## src/hw/rtl/wsf_pkg.sv

```systemverilog
package wsf_pkg;

	localparam int FFT_LEN    = 64;
	localparam int WINDOW_LEN = 64;
	localparam int HOP_LEN    = 32;
	localparam int NBINS      = FFT_LEN / 2 + 1;
	localparam int BUILD_LEN  = (FFT_LEN > WINDOW_LEN) ? FFT_LEN : WINDOW_LEN;

	localparam int ADDR_W  = $clog2(FFT_LEN);
	localparam int WIN_W   = $clog2(WINDOW_LEN);
	localparam int BUILD_W = $clog2(BUILD_LEN);
	localparam int HOP_W   = $clog2(HOP_LEN + 1);
	localparam int ACC_W   = 48 + ADDR_W;

	localparam logic [16:0] WIN_ONE = 17'd32768;

	localparam logic signed [63:0] ONE_Q30     = 64'sd1073741824;
	localparam logic [63:0]        HALF_PI_Q30 = 64'd1686629713;
	localparam logic signed [63:0] BIN_MAX     = 64'sd8388607;
	localparam logic signed [63:0] BIN_MIN     = -64'sd8388608;

	typedef struct packed {
		logic signed [31:0] c;
		logic signed [31:0] s;
	} tw_t;

	typedef logic signed [31:0] tw_tab_t [FFT_LEN];
	typedef logic [16:0] win_tab_t [WINDOW_LEN];

	typedef struct packed {
		logic               push;
		logic               build;
		logic [BUILD_W-1:0] pos;
	} wsf_hist_ctl_t;

	typedef struct packed {
		logic              wr;
		logic [ADDR_W-1:0] addr;
		logic signed [15:0] data;
	} wsf_wr_t;

	typedef struct packed {
		logic              clear;
		logic              issue;
		logic [ADDR_W-1:0] n;
		logic [ADDR_W-1:0] idx;
	} wsf_mac_ctl_t;

	// taylor series on the reduced angle, then quadrant fold
	function automatic tw_t trig_core(input logic [63:0] theta, input logic [1:0] quad);
		logic [63:0] x2;
		logic [63:0] tc;
		logic [63:0] ts;
		logic signed [63:0] c;
		logic signed [63:0] s;
		tw_t r;
		x2 = (theta * theta) >> 30;
		tc = 64'(ONE_Q30);
		ts = theta;
		c  = ONE_Q30;
		s  = signed'(theta);
		for (int k = 1; k <= 8; k++) begin
			tc = ((tc * x2) >> 30) / 64'((2 * k - 1) * (2 * k));
			ts = ((ts * x2) >> 30) / 64'((2 * k) * (2 * k + 1));
			if ((k % 2) == 1) begin
				c = c - signed'(tc);
				s = s - signed'(ts);
			end else begin
				c = c + signed'(tc);
				s = s + signed'(ts);
			end
		end
		case (quad)
			2'd0: begin
				r.c = 32'(c);
				r.s = 32'(s);
			end
			2'd1: begin
				r.c = 32'(-s);
				r.s = 32'(c);
			end
			2'd2: begin
				r.c = 32'(-c);
				r.s = 32'(-s);
			end
			default: begin
				r.c = 32'(s);
				r.s = 32'(-c);
			end
		endcase
		return r;
	endfunction

	function automatic tw_t trig_fft(input int a);
		logic [63:0] r;
		logic [63:0] quad;
		logic [63:0] rem;
		logic [63:0] theta;
		r     = 64'(4 * a);
		quad  = r / FFT_LEN;
		rem   = r % FFT_LEN;
		theta = (rem * HALF_PI_Q30) / FFT_LEN;
		return trig_core(theta, quad[1:0]);
	endfunction

	function automatic tw_t trig_win(input int a);
		logic [63:0] r;
		logic [63:0] quad;
		logic [63:0] rem;
		logic [63:0] theta;
		r     = 64'(4 * a);
		quad  = r / WINDOW_LEN;
		rem   = r % WINDOW_LEN;
		theta = (rem * HALF_PI_Q30) / WINDOW_LEN;
		return trig_core(theta, quad[1:0]);
	endfunction

	function automatic tw_tab_t gen_cos_tab();
		tw_tab_t r;
		tw_t t;
		for (int n = 0; n < FFT_LEN; n++) begin
			t    = trig_fft(n);
			r[n] = t.c;
		end
		return r;
	endfunction

	function automatic tw_tab_t gen_sin_tab();
		tw_tab_t r;
		tw_t t;
		for (int n = 0; n < FFT_LEN; n++) begin
			t    = trig_fft(n);
			r[n] = t.s;
		end
		return r;
	endfunction

	function automatic win_tab_t gen_hann_tab();
		win_tab_t r;
		tw_t t;
		logic signed [63:0] d;
		for (int k = 0; k < WINDOW_LEN; k++) begin
			t = trig_win(k);
			d = ONE_Q30 - 64'(t.c);
			if (d < 0) begin
				d = 64'sd0;
			end
			r[k] = 17'((d + 64'sd32768) >>> 16);
		end
		return r;
	endfunction

	localparam tw_tab_t  COS_TAB  = gen_cos_tab();
	localparam tw_tab_t  SIN_TAB  = gen_sin_tab();
	localparam win_tab_t HANN_TAB = gen_hann_tab();

endpackage

```

## src/hw/rtl/wsf_history.sv

```systemverilog
module wsf_history import wsf_pkg::*; (
	input  logic               clk,
	input  logic               arst_n,
	input  wsf_hist_ctl_t      ctl,
	input  logic signed [15:0] sample,
	input  logic               window_mode,
	output wsf_wr_t            wr
);

	logic signed [15:0] hist_q [WINDOW_LEN];
	logic               in_win;
	logic               in_fft;
	logic [16:0]        w;
	logic signed [33:0] p_s1;
	logic signed [33:0] rnd;
	logic               wr_s1;
	logic               zero_s1;
	logic [ADDR_W-1:0]  addr_s1;

	assign in_win = {1'b0, ctl.pos} < (BUILD_W + 1)'(WINDOW_LEN);
	assign in_fft = {1'b0, ctl.pos} < (BUILD_W + 1)'(FFT_LEN);
	assign w = !in_win ? 17'd0 : (window_mode ? HANN_TAB[ctl.pos[WIN_W-1:0]] : WIN_ONE);

	// shift in on push, rotate once per window entry while building a frame
	always_ff @(posedge clk or negedge arst_n) begin
		if (!arst_n) begin
			for (int k = 0; k < WINDOW_LEN; k++) begin
				hist_q[k] <= '0;
			end
		end else if (ctl.push) begin
			for (int k = 0; k < WINDOW_LEN - 1; k++) begin
				hist_q[k] <= hist_q[k+1];
			end
			hist_q[WINDOW_LEN-1] <= sample;
		end else if (ctl.build && in_win) begin
			for (int k = 0; k < WINDOW_LEN - 1; k++) begin
				hist_q[k] <= hist_q[k+1];
			end
			hist_q[WINDOW_LEN-1] <= hist_q[0];
		end
	end

	always_ff @(posedge clk or negedge arst_n) begin
		if (!arst_n) begin
			wr_s1 <= 1'b0;
		end else begin
			wr_s1 <= ctl.build && in_fft;
		end
	end

	always_ff @(posedge clk) begin
		p_s1    <= hist_q[0] * $signed({1'b0, w});
		zero_s1 <= !in_win;
		addr_s1 <= ctl.pos[ADDR_W-1:0];
	end

	assign rnd     = (p_s1 + 34'sd16384) >>> 15;
	assign wr.wr   = wr_s1;
	assign wr.addr = addr_s1;
	assign wr.data = zero_s1 ? 16'sd0 : rnd[15:0];

endmodule

```

## config.mk

```make
export PLATFORM = sky130hd
export DESIGN_NAME = wsf_history
export DESIGN_NICKNAME = d
export VERILOG_FILES = /design/src/hw/rtl/wsf_pkg.sv /design/src/hw/rtl/wsf_history.sv
export SDC_FILE = /design/constraint.sdc
export NUM_CORES = 2
export LEC_CHECK = 0
export ABC_AREA = 1
export BUFFER_PORTS_ARGS = -buffer_cell sky130_fd_sc_hd__buf_2
export CORE_MARGIN = 5
export CORE_UTILIZATION = 60
export DETAILED_ROUTE_END_ITERATION = 7
export PLACE_DENSITY = 0.79
export SYNTH_ARGS = -nofsm -noshare
export SYNTH_HDL_FRONTEND = slang
export SYNTH_SLANG_ARGS = --single-unit
export TNS_END_PERCENT = 1
```

## constraint.sdc

```tcl
create_clock -name clk -period 7.7 [get_ports clk]
set_clock_uncertainty 0.2 [all_clocks]
set_input_delay 1.925 -clock clk [delete_from_list [all_inputs] [get_ports clk]]
set_output_delay 1.925 -clock clk [all_outputs]
set_load 0.05 [all_outputs]
```

==> flow_metrics.env <==
export IMPL_grt_pass1_wl_um=180700
export IMPL_setup_viol=6
export IMPL_postSynthCellCount=5763
export IMPL_fin_nets=6222
export IMPL_tns_ns=-0.1625
export IMPL_finalHoldViolCount=0
export IMPL_internal_power_uw=9660
export IMPL_synth_edf_count=0
export IMPL_pwr_share_seq_pct=50.8
export IMPL_cts_max_level=3
export IMPL_combPwrFrac_pct=9.3
export IMPL_drive_above_1_share_pct=9.866
export IMPL_path_delay_family="adder cells"
export IMPL_fin_area_um2=55360
export IMPL_cts_buffers=103
export IMPL_violations="setup timing"
export IMPL_placedCellCount=6818
export IMPL_routedWlPerCell_um=15.11
export IMPL_status="complete, but fails checks"
export IMPL_synth_area_um2=48740
export IMPL_grt_util_all_layers_pct=24.99
export IMPL_vdd_drop_max_v=0.0002121
export IMPL_port_buffers=49
export IMPL_slowest_delay_ns=0.58
export IMPL_die_h_um=295.0
export IMPL_start_util_pct=60.52
export IMPL_maxSlewViolCount=0
export IMPL_fp_row_count=104
export IMPL_syn_area_per_cell_um2=8.458
export IMPL_postRouteAntennaNets=0
export IMPL_die_x_um=295.0
export IMPL_clk_pin_slew_ns=0.06
export IMPL_post_route_drc_count=0
export IMPL_holdBufCountCts=0
export IMPL_clock_sinks=1048
export IMPL_fmax_mhz=128.6
export IMPL_clockPowerShare_pct=39.9
export IMPL_fin_crit_ns=7.777
export IMPL_rsz0062_at_grt="yes"
export IMPL_synth_commonest_cells="nand2_1 (3203), dfrtp_1 (1025), inv_1 (373)"
export IMPL_cap_viol_max_count=0
export IMPL_leakage_uw=0.03102
export IMPL_synth_area_top_cells="dfrtp_1 (53%), nand2_1 (25%), fa_1 (7.9%)"
export IMPL_worstPathArrival_ns=8.12
export IMPL_p_sw_share_pct=25.53
export IMPL_fillCellCount=6268
export IMPL_ys_seq_area_share_pct=53.57
export IMPL_antenna_cells=0
export IMPL_cts_tree="built"
export IMPL_slew_headroom_pct=23.35
export IMPL_synthArstFlopShare_pct=97.81
export IMPL_syn_num_nets=6100
export IMPL_clock_latency_ns=0.67
export IMPL_final_cells=7030
export IMPL_reg2reg_slack_ns=1.41
export IMPL_cp_start_kind="input pin"
export IMPL_vias=35886
export IMPL_cp_required_ns=8.04
export IMPL_synth_top_cell_area_share_pct=52.62
export IMPL_p_per_area_nw_per_um2=234.3
export IMPL_switching_power_uw=3312
export IMPL_fin_ws_ns=-0.07677
export IMPL_fin_crit_sh_pct=101.0
export IMPL_grt_antenna_before_repair=0
export IMPL_utilization_pct=68.73
export IMPL_grt_pass1_vias=36479
export IMPL_synth_seq_cells=1048
export IMPL_ys_types=45
export IMPL_wirelength_um=106200
export IMPL_ys_warn_count=0
export IMPL_drt_iter0_markers=2700
export IMPL_grt_max_degree=263
export IMPL_drt_first_pass_iters=8
export IMPL_ioPinCount=50
export IMPL_worstPathMaxFanout=6
export IMPL_dp_hpwl_um=67840
export IMPL_crit_type="in -> reg"
export IMPL_slowest_stage="fa_1"
export IMPL_cp_num_buf_inv=10
export IMPL_viasPerCell=5.105
export IMPL_worstSetupEndpointType="register"
export IMPL_worst_pin_slew_ns=1.150
export IMPL_ys_flop_type="dfrtp_1"
export IMPL_synth_top_area_cell="dfrtp_1"
export IMPL_root_buffer="clkbuf_16"
export IMPL_cts_path_max_buffers=3
export IMPL_place_area_um2=51150
export IMPL_gr_total_overflow=0
export IMPL_core_um2=80550
export IMPL_yosys_cell_count_top_type="nand2_1"
export IMPL_routabilityCongestion=0.9120
export IMPL_cpMostUsedCell="fa_1"
export IMPL_dieArea_um2=87040
export IMPL_area_delta_synth_final_pct=13.57
export IMPL_hold_class="reg -> reg"
[layout make-up]
cell class	instances	area, µm²	share of cell area, %
clock inverters	39	541.8	0.9786
clock buffers	151	3048	5.506
repair buffers	287	2287	4.132
well taps	1060	1326	2.396
inverters	389	1488	2.687
flip-flops and latches	1048	26110	47.16
multi-input cells	4056	20560	37.14
[registers in the layout, indices dropped and copies added, names as in the netlist]
| signal | count |
|---|---|
| wr_s1 | 1 |
| addr_s1 | 6 |
| p_s1 | 17 |
| hist_q | 1024 |
[repair_timing]
item	in CTS	in global routing
pin swaps	36	25
gates cloned	1	0
resized for setup	78	46
setup buffers	19	2
setup endpoints to repair	17	17
[metal layers]
metal | GRT usage (%) | wire [µm]
met1 | 36.55 | 48340
met3 | 3.275 | 4739
met2 | 40.65 | 50740
met5 | 0 | 0
met4 | 6.238 | 2408
[power by group through the flow]
| stage | clock [µW] | combinational [µW] | sequential [µW] |
|---|---|---|---|
| 2_1_floorplan | 0 | 777 | 6580 |
| 3_3_place_gp | 0 | 1140 | 6640 |
| 3_5_place_dp | 0 | 1170 | 6660 |
| 4_1_cts | 5300 | 1230 | 6580 |
| 5_1_grt | 5540 | 1410 | 6670 |
| 6_report | 5180 | 1210 | 6580 |
[placed cells by master, fill, tap and decap left out, types with 22 or more instances in the layout]
master     Yosys  routed
a21oi_1       45      34
buf_2         26      48
buf_4          4     212
clkbuf_16      0     103
clkbuf_8       0      29
dfrtp_1     1025    1025
dfxtp_1       23      23
fa_1         193     188
ha_1         117     105
inv_1        373     358
nand2_1     3203    3188
nand3_1       29      28
nor2_1       213     181
nor2_2         1      28
o21ai_0      135     122
xor2_1        22      22
[cell families after synthesis]
logic type / count (synthesis) / synth area share, %
buf+inv: 659 / 5.188
xor+xnor: 30 / 0.5390
fa+ha+maj: 310 / 10.93
simple gates: 3478 / 27.04
flops: 1048 / 53.57
compound gates: 238 / 2.736
[worst min-delay path, delay by kind of cell (launching register included)]
family        cells  cell delay (ns)
simple gates      2             0.11
flops             1             0.34
[path summary, 6_finish.rpt]
kind | start | endpoint | depth (start not counted)
max in group asynchronous | arst_n | hist_q[111] | 2
min | hist_q[889] | hist_q[905] | 2
max | ctl[0] | p_s1[27] | 32
min in group asynchronous | arst_n | hist_q[240] | 1
min reg2reg | hist_q[889] | hist_q[905] | 2
max reg2reg | hist_q[1009] | p_s1[16] | 21
[metrics by stage]
step	total power [µW]	setup WS, ns	hold WS, ns
after floorplan	7355	-0.06721	0.2422
after global placement	7787	-0.8903	0.2480
after detailed placement	7838	-0.9518	0.2497
after CTS	13110	-0.01134	0.2324
after global routing	13620	-0.3086	0.2499
final	12970	-0.07677	0.2381
Power figures use the tool's default switching activity.
