[config.mk]
export PLATFORM = sky130hd
export DESIGN_NAME = wsf_mac
export DESIGN_NICKNAME = d
export VERILOG_FILES = /design/src/hw/rtl/wsf_pkg.sv /design/src/hw/rtl/wsf_mac.sv
export SDC_FILE = /design/constraint.sdc
export NUM_CORES = 2
export LEC_CHECK = 0
export ABC_AREA = 1
export BUFFER_PORTS_ARGS = -buffer_cell sky130_fd_sc_hd__buf_2
export CAP_MARGIN = 20
export CELL_PAD_IN_SITES_DETAIL_PLACEMENT = 1
export CELL_PAD_IN_SITES_GLOBAL_PLACEMENT = 2
export CORE_MARGIN = 2
export CORE_UTILIZATION = 37
export CTS_BUF_LIST = sky130_fd_sc_hd__clkbuf_8 sky130_fd_sc_hd__clkbuf_16
export CTS_CLUSTER_SIZE = 25
export DETAILED_ROUTE_END_ITERATION = 12
export GPL_TIMING_DRIVEN = 0
export HOLD_SLACK_MARGIN = 0.02
export PLACE_DENSITY = 0.89
export SLEW_MARGIN = 20
export SYNTH_ARGS = -nofsm -noshare
export SYNTH_HDL_FRONTEND = slang
export SYNTH_SLANG_ARGS = --single-unit
[constraint.sdc]
create_clock -name clk -period 5.4 [get_ports clk]
set_input_delay 0.81 -clock clk [delete_from_list [all_inputs] [get_ports clk]]
set_output_delay 0.81 -clock clk [all_outputs]
set_load 0.01 [all_outputs]
[src/hw/rtl/wsf_pkg.sv]
package wsf_pkg;

	localparam int FFT_LEN    = 64;
	localparam int WINDOW_LEN = 64;
	localparam int HOP_LEN    = 32;
	localparam int NBINS      = FFT_LEN / 2 + 1;
	localparam int BUILD_LEN  = (FFT_LEN > WINDOW_LEN) ? FFT_LEN : WINDOW_LEN;

	localparam int ADDR_W  = $clog2(FFT_LEN);
	localparam int WIN_W   = $clog2(WINDOW_LEN);
	localparam int BUILD_W = $clog2(BUILD_LEN);
	localparam int HOP_W   = $clog2(HOP_LEN + 1);
	localparam int ACC_W   = 48 + ADDR_W;

	localparam logic [16:0] WIN_ONE = 17'd32768;

	localparam logic signed [63:0] ONE_Q30     = 64'sd1073741824;
	localparam logic [63:0]        HALF_PI_Q30 = 64'd1686629713;
	localparam logic signed [63:0] BIN_MAX     = 64'sd8388607;
	localparam logic signed [63:0] BIN_MIN     = -64'sd8388608;

	typedef struct packed {
		logic signed [31:0] c;
		logic signed [31:0] s;
	} tw_t;

	typedef logic signed [31:0] tw_tab_t [FFT_LEN];
	typedef logic [16:0] win_tab_t [WINDOW_LEN];

	typedef struct packed {
		logic               push;
		logic               build;
		logic [BUILD_W-1:0] pos;
	} wsf_hist_ctl_t;

	typedef struct packed {
		logic              wr;
		logic [ADDR_W-1:0] addr;
		logic signed [15:0] data;
	} wsf_wr_t;

	typedef struct packed {
		logic              clear;
		logic              issue;
		logic [ADDR_W-1:0] n;
		logic [ADDR_W-1:0] idx;
	} wsf_mac_ctl_t;

	// taylor series on the reduced angle, then quadrant fold
	function automatic tw_t trig_core(input logic [63:0] theta, input logic [1:0] quad);
		logic [63:0] x2;
		logic [63:0] tc;
		logic [63:0] ts;
		logic signed [63:0] c;
		logic signed [63:0] s;
		tw_t r;
		x2 = (theta * theta) >> 30;
		tc = 64'(ONE_Q30);
		ts = theta;
		c  = ONE_Q30;
		s  = signed'(theta);
		for (int k = 1; k <= 8; k++) begin
			tc = ((tc * x2) >> 30) / 64'((2 * k - 1) * (2 * k));
			ts = ((ts * x2) >> 30) / 64'((2 * k) * (2 * k + 1));
			if ((k % 2) == 1) begin
				c = c - signed'(tc);
				s = s - signed'(ts);
			end else begin
				c = c + signed'(tc);
				s = s + signed'(ts);
			end
		end
		case (quad)
			2'd0: begin
				r.c = 32'(c);
				r.s = 32'(s);
			end
			2'd1: begin
				r.c = 32'(-s);
				r.s = 32'(c);
			end
			2'd2: begin
				r.c = 32'(-c);
				r.s = 32'(-s);
			end
			default: begin
				r.c = 32'(s);
				r.s = 32'(-c);
			end
		endcase
		return r;
	endfunction

	function automatic tw_t trig_fft(input int a);
		logic [63:0] r;
		logic [63:0] quad;
		logic [63:0] rem;
		logic [63:0] theta;
		r     = 64'(4 * a);
		quad  = r / FFT_LEN;
		rem   = r % FFT_LEN;
		theta = (rem * HALF_PI_Q30) / FFT_LEN;
		return trig_core(theta, quad[1:0]);
	endfunction

	function automatic tw_t trig_win(input int a);
		logic [63:0] r;
		logic [63:0] quad;
		logic [63:0] rem;
		logic [63:0] theta;
		r     = 64'(4 * a);
		quad  = r / WINDOW_LEN;
		rem   = r % WINDOW_LEN;
		theta = (rem * HALF_PI_Q30) / WINDOW_LEN;
		return trig_core(theta, quad[1:0]);
	endfunction

	function automatic tw_tab_t gen_cos_tab();
		tw_tab_t r;
		tw_t t;
		for (int n = 0; n < FFT_LEN; n++) begin
			t    = trig_fft(n);
			r[n] = t.c;
		end
		return r;
	endfunction

	function automatic tw_tab_t gen_sin_tab();
		tw_tab_t r;
		tw_t t;
		for (int n = 0; n < FFT_LEN; n++) begin
			t    = trig_fft(n);
			r[n] = t.s;
		end
		return r;
	endfunction

	function automatic win_tab_t gen_hann_tab();
		win_tab_t r;
		tw_t t;
		logic signed [63:0] d;
		for (int k = 0; k < WINDOW_LEN; k++) begin
			t = trig_win(k);
			d = ONE_Q30 - 64'(t.c);
			if (d < 0) begin
				d = 64'sd0;
			end
			r[k] = 17'((d + 64'sd32768) >>> 16);
		end
		return r;
	endfunction

	localparam tw_tab_t  COS_TAB  = gen_cos_tab();
	localparam tw_tab_t  SIN_TAB  = gen_sin_tab();
	localparam win_tab_t HANN_TAB = gen_hann_tab();

endpackage

[src/hw/rtl/wsf_mac.sv]
module wsf_mac import wsf_pkg::*; (
	input  logic               clk,
	input  logic               arst_n,
	input  wsf_wr_t            wr,
	input  wsf_mac_ctl_t       ctl,
	output logic               busy,
	output logic signed [23:0] bin_re,
	output logic signed [23:0] bin_im
);

	logic signed [15:0]      mem [FFT_LEN];
	logic signed [15:0]      rd_q;
	logic signed [31:0]      cos_s1;
	logic signed [31:0]      sin_s1;
	logic                    v_s1;
	logic signed [47:0]      pre_s2;
	logic signed [47:0]      pim_s2;
	logic                    v_s2;
	logic signed [ACC_W-1:0] acc_re_q;
	logic signed [ACC_W-1:0] acc_im_q;
	logic signed [63:0]      q_re;
	logic signed [63:0]      q_im;

	always_ff @(posedge clk) begin
		if (wr.wr) begin
			mem[wr.addr] <= wr.data;
		end
		rd_q   <= mem[ctl.n];
		cos_s1 <= COS_TAB[ctl.idx];
		sin_s1 <= SIN_TAB[ctl.idx];
		pre_s2 <= rd_q * cos_s1;
		pim_s2 <= rd_q * sin_s1;
	end

	always_ff @(posedge clk or negedge arst_n) begin
		if (!arst_n) begin
			v_s1     <= 1'b0;
			v_s2     <= 1'b0;
			acc_re_q <= '0;
			acc_im_q <= '0;
		end else begin
			v_s1 <= ctl.issue;
			v_s2 <= v_s1;
			if (ctl.clear) begin
				acc_re_q <= '0;
				acc_im_q <= '0;
			end else if (v_s2) begin
				acc_re_q <= acc_re_q + ACC_W'(pre_s2);
				acc_im_q <= acc_im_q - ACC_W'(pim_s2);
			end
		end
	end

	assign busy = v_s1 || v_s2;

	// round half up, then clamp to 24 bits
	assign q_re = (64'(acc_re_q) + 64'sd536870912) >>> 30;
	assign q_im = (64'(acc_im_q) + 64'sd536870912) >>> 30;

	always_comb begin
		if (q_re > BIN_MAX) begin
			bin_re = 24'(BIN_MAX);
		end else if (q_re < BIN_MIN) begin
			bin_re = 24'(BIN_MIN);
		end else begin
			bin_re = q_re[23:0];
		end
		if (q_im > BIN_MAX) begin
			bin_im = 24'(BIN_MAX);
		end else if (q_im < BIN_MIN) begin
			bin_im = 24'(BIN_MIN);
		end else begin
			bin_im = q_im[23:0];
		end
	end

endmodule

==> summary.txt <==
Synthesis
  • Post-Synthesis Cells: around 12000
  • Adder-Cell Fraction of Synth Area: about a quarter
  • Compound-Gate Fraction of Synth Area: 7.47%
  • Ys async rst share: between 8 and 9%
  • Count of different cell masters after synthesis: 58
  • Largest family of logic cells by synthesized area: adder cells
  • Synth Area per Inst: 8.34 µm²
  • Top_reg_cell synth: edfxtp_1
  • Mux contribution to synthesized area: 0%
  • Synth Area in XOR/XNOR: under 10%
  • Yosys warnings: 0
  • Post-synthesis sequential area ratio: between 30% and 40%
  • Top cell type's share of synthesized area: between 30% and 40%
  • Post-synthesis simple-gate area fraction: about a fifth
  • Net Count, Synth: 13400
  • Leading area contributor after synthesis: edfxtp_1
  • Post-Syn Area: between 100000 and 150000 µm²
  • Number of synthesized flops with an enable pin: roughly 1000
  • Synth area leaders: edfxtp_1 31%, fa_1 19%, nand2_1 12%
  • FF+latch count, synth: ~1300

Routing
  • Drt total wl: 423000 µm
  • Routed WL per cell: roughly 26 µm
  • Post-DR vias/cell: between 5 and 6
  • Iter 0 DRT Violations: 8149
  • DRC violations left: 0
  • TritonRoute pass-1 iters: 5
  • ANT nets after route: 0
  • Vias: 87500

Global route
  • Vias in the first global route: around 93000
  • GRT Overall Usage: 29.8%
  • Grt total ovfl: 0
  • First-pass GRT wire length: approximately 610000 µm
  • Antenna violations before repair: 28
  • Largest net degree at the start of global routing: 78

Timing
  • Final Hold Vio Count: 0
  • Slew of the pin with the lowest slew margin: ~1.3 ns
  • Endpoints failing setup: 70
  • Final worst slack: -0.513 ns
  • RSZ-0062 raised after global routing: yes
  • Tcrit/Tclk final: 109%
  • Clk_skew: ~0.11 ns
  • Slew margin rel.: between 10% and 20%
  • Min cycle time layout: 5.91 ns
  • Pins Over Slew Limit: 0
  • FMAX: 0.169 GHz
  • Worst hold slack: between 0.15 and 0.2 ns

Status
  • Status: finished, violations left
  • Failing checks: negative setup slack

Setup path
  • Crit-path max FO: 7
  • Critical path data arrival time: between 6 and 7 ns
  • CP Class: flop to flop
  • CP endpoint kind: flop
  • Worst setup SP type: flop
  • CP Data Required Time: approximately 6.1 ns

Finish
  • Post-route cell area: around 120000 µm²
  • Area Overhead vs Synth: 17.6%
  • Layout cell share with drive strength beyond 1: about an eighth
  • Nets: 13900

Place
  • Port Buffer Count: around 80
  • Final HPWL DP: approximately 330000 µm
  • Routability Congestion: ~0.96
  • Post-DP Area: 107000 µm²

Clocking
  • Root buffer cell: clkbuf_16
  • CTS H-Tree Depth: 4
  • Max Buffers Root-to-Sink: 4
  • CTS buffer count: approximately 150
  • CTS tree: yes
  • CTS sink cnt: roughly 1300
  • Clock-pin slew on the worst setup and hold paths: ~0.07 ns
  • Clock latency on the worst-skew pair: about 0.88 ns

Floorplanning
  • DIE AREA: 276000 µm²
  • Core Area: about 270000 µm²
  • Die height: approximately 530 µm
  • Width of the die: about 530 µm
  • Std cell rows: between 150 and 200
  • Starting Density: 37.2%
  • Number of I/O pins: 88

Job
  • MaxCap Viol Count: 0

Min path
  • HP Class: input pin to flop
[Yosys cell counts (all sizes together) (5+ instances only)]
master / count
o21ai: 707
a21boi: 5
nand2: 3313
edfxtp: 1024
nor2: 1092
fa: 974
clkinv: 5
ha: 344
clkbuf: 384
o211ai: 17
a21oi: 235
nor3: 81
buf: 133
inv: 2417
o221ai: 8
dfxtp: 176
nand3b: 5
o22ai: 279
o21a: 9
nor4: 16
o2111ai: 22
a22oi: 9
o21bai: 25
nand3: 372
nand4: 97
a31oi: 6
a21o: 8
xor2: 89
dfrtp: 110
or2: 26
xnor2: 39
o31ai: 10
and2: 22
[cell type report]
cell class,instances,area (µm²)
diodes,8,20.0
clock buffers,162,4010
fillers,31700,152000
multi-input cells,7826,56200
plain buffers,458,3460
repair buffers,326,2950
well taps,3570,4470
inverters,2422,9120
flip-flops and latches,1310,37200
clock inverters,105,928
[metal layers]
| metal | routed length, µm | GRT usage, % | vias to the layer above |
|---|---|---|---|
| met5 | 76 | 0 | - |
| met4 | 20200 | 12.1 | 14 |
| met3 | 37900 | 6.19 | 945 |
| met2 | 194000 | 48.0 | 3795 |
| met1 | 171000 | 39.0 | 44500 |
| li1 | - | - | 38300 |
[cell families (layout without fill, tap and decap cells)]
| kind of cell | Yosys count | in the layout |
|---|---|---|
| flip-flops | 1310 | 1310 |
| XOR/XNOR | 128 | 128 |
| AND/OR/NAND/NOR | 5024 | 5024 |
| AO/OA/AOI/OAI | 1356 | 1356 |
| other | 0 | 8 |
| adder cells (fa/ha/maj) | 1318 | 1318 |
| buffers and inverters | 2939 | 3473 |
[critical path: stages, from the launching register on]
cell	delay (ns)
dfxtp_4	0.41
clkbuf_16	0.24
clkbuf_16	0.20
nand2_1	0.09
fa_1	0.48
fa_1	0.52
fa_1	0.54
inv_2	0.05
fa_1	0.49
fa_1	0.51
inv_1	0.06
fa_2	0.57
inv_2	0.05
ha_4	0.31
nand2_4	0.07
nor2_4	0.09
nand4_1	0.21
o211ai_1	0.35
nand3_1	0.15
nand2_2	0.15
xor2_4	0.20
[worst paths after layout]
path                       slack (ns)  depth (start not counted)                  endpoint             from
setup / recovery                -0.51                         20        pre_s2[31]$_DFF_P_  rd_q[1]$_DFF_P_
hold / removal                   0.16                          1            v_s1$_DFF_PN0_          ctl[12]
setup reg to reg                -0.51                         20        pre_s2[31]$_DFF_P_  rd_q[1]$_DFF_P_
hold reg to reg                  0.38                          0            v_s2$_DFF_PN0_   v_s1$_DFF_PN0_
max in group asynchronous        4.05                          3  acc_im_q[52]$_DFFE_PN0P_           arst_n
min in group asynchronous        0.52                          2  acc_re_q[48]$_DFFE_PN0P_           arst_n
[flip-flops by register name, indices dropped and copies added (netlist names), 16 cells and up]
register / flops
mem: 1024
acc_im_q: 54
acc_re_q: 54
pim_s2: 48
pre_s2: 48
cos_s1: 32
sin_s1: 32
rd_q: 16
[timing repair]
item | 4_1_cts | 5_1_grt
cloned | 6 | 7
gates resized for setup | 1033 | 566
endpoints found under the hold margin | 33 | 0
pin swaps | 113 | 221
setup endpoints to repair | 82 | 76
hold buffers | 1 | 0
setup buffers | 56 | 102
[through the flow]
stage	std cells	setup WS [ns]	util, %	TNS (ns)
2_1_floorplan	12100	-0.0362	-	-0.0362
3_3_place_gp	15700	-2.60	39.0	-164.51
3_5_place_dp	15800	-2.16	39.4	-132.50
4_1_cts	16100	-0.448	42.7	-20.15
5_1_grt	16200	-0.601	43.7	-29.28
6_report	16200	-0.513	43.7	-20.32
[layout by cell type, fill, tap and decap left out, drive strengths merged, types with 9 or more instances in the layout]
cell type  Yosys  final
a21oi        235    235
a22oi          9      9
and2          22     22
buf          133    480
bufinv         0     16
clkbuf       384    465
clkinv         5     51
dfrtp        110    110
dfxtp        176    176
edfxtp      1024   1024
fa           974    974
ha           344    344
inv         2417   2455
nand2       3313   3313
nand3        372    372
nand4         97     97
nor2        1092   1092
nor3          81     81
nor4          16     16
o2111ai       22     22
o211ai        17     17
o21a           9      9
o21ai        707    707
o21bai        25     25
o22ai        279    279
o31ai         10     10
or2           26     26
xnor2         39     39
xor2          89     89
Power is not shown: default switching activity piles up to over one toggle a cycle in this logic, so the estimate is an artifact.
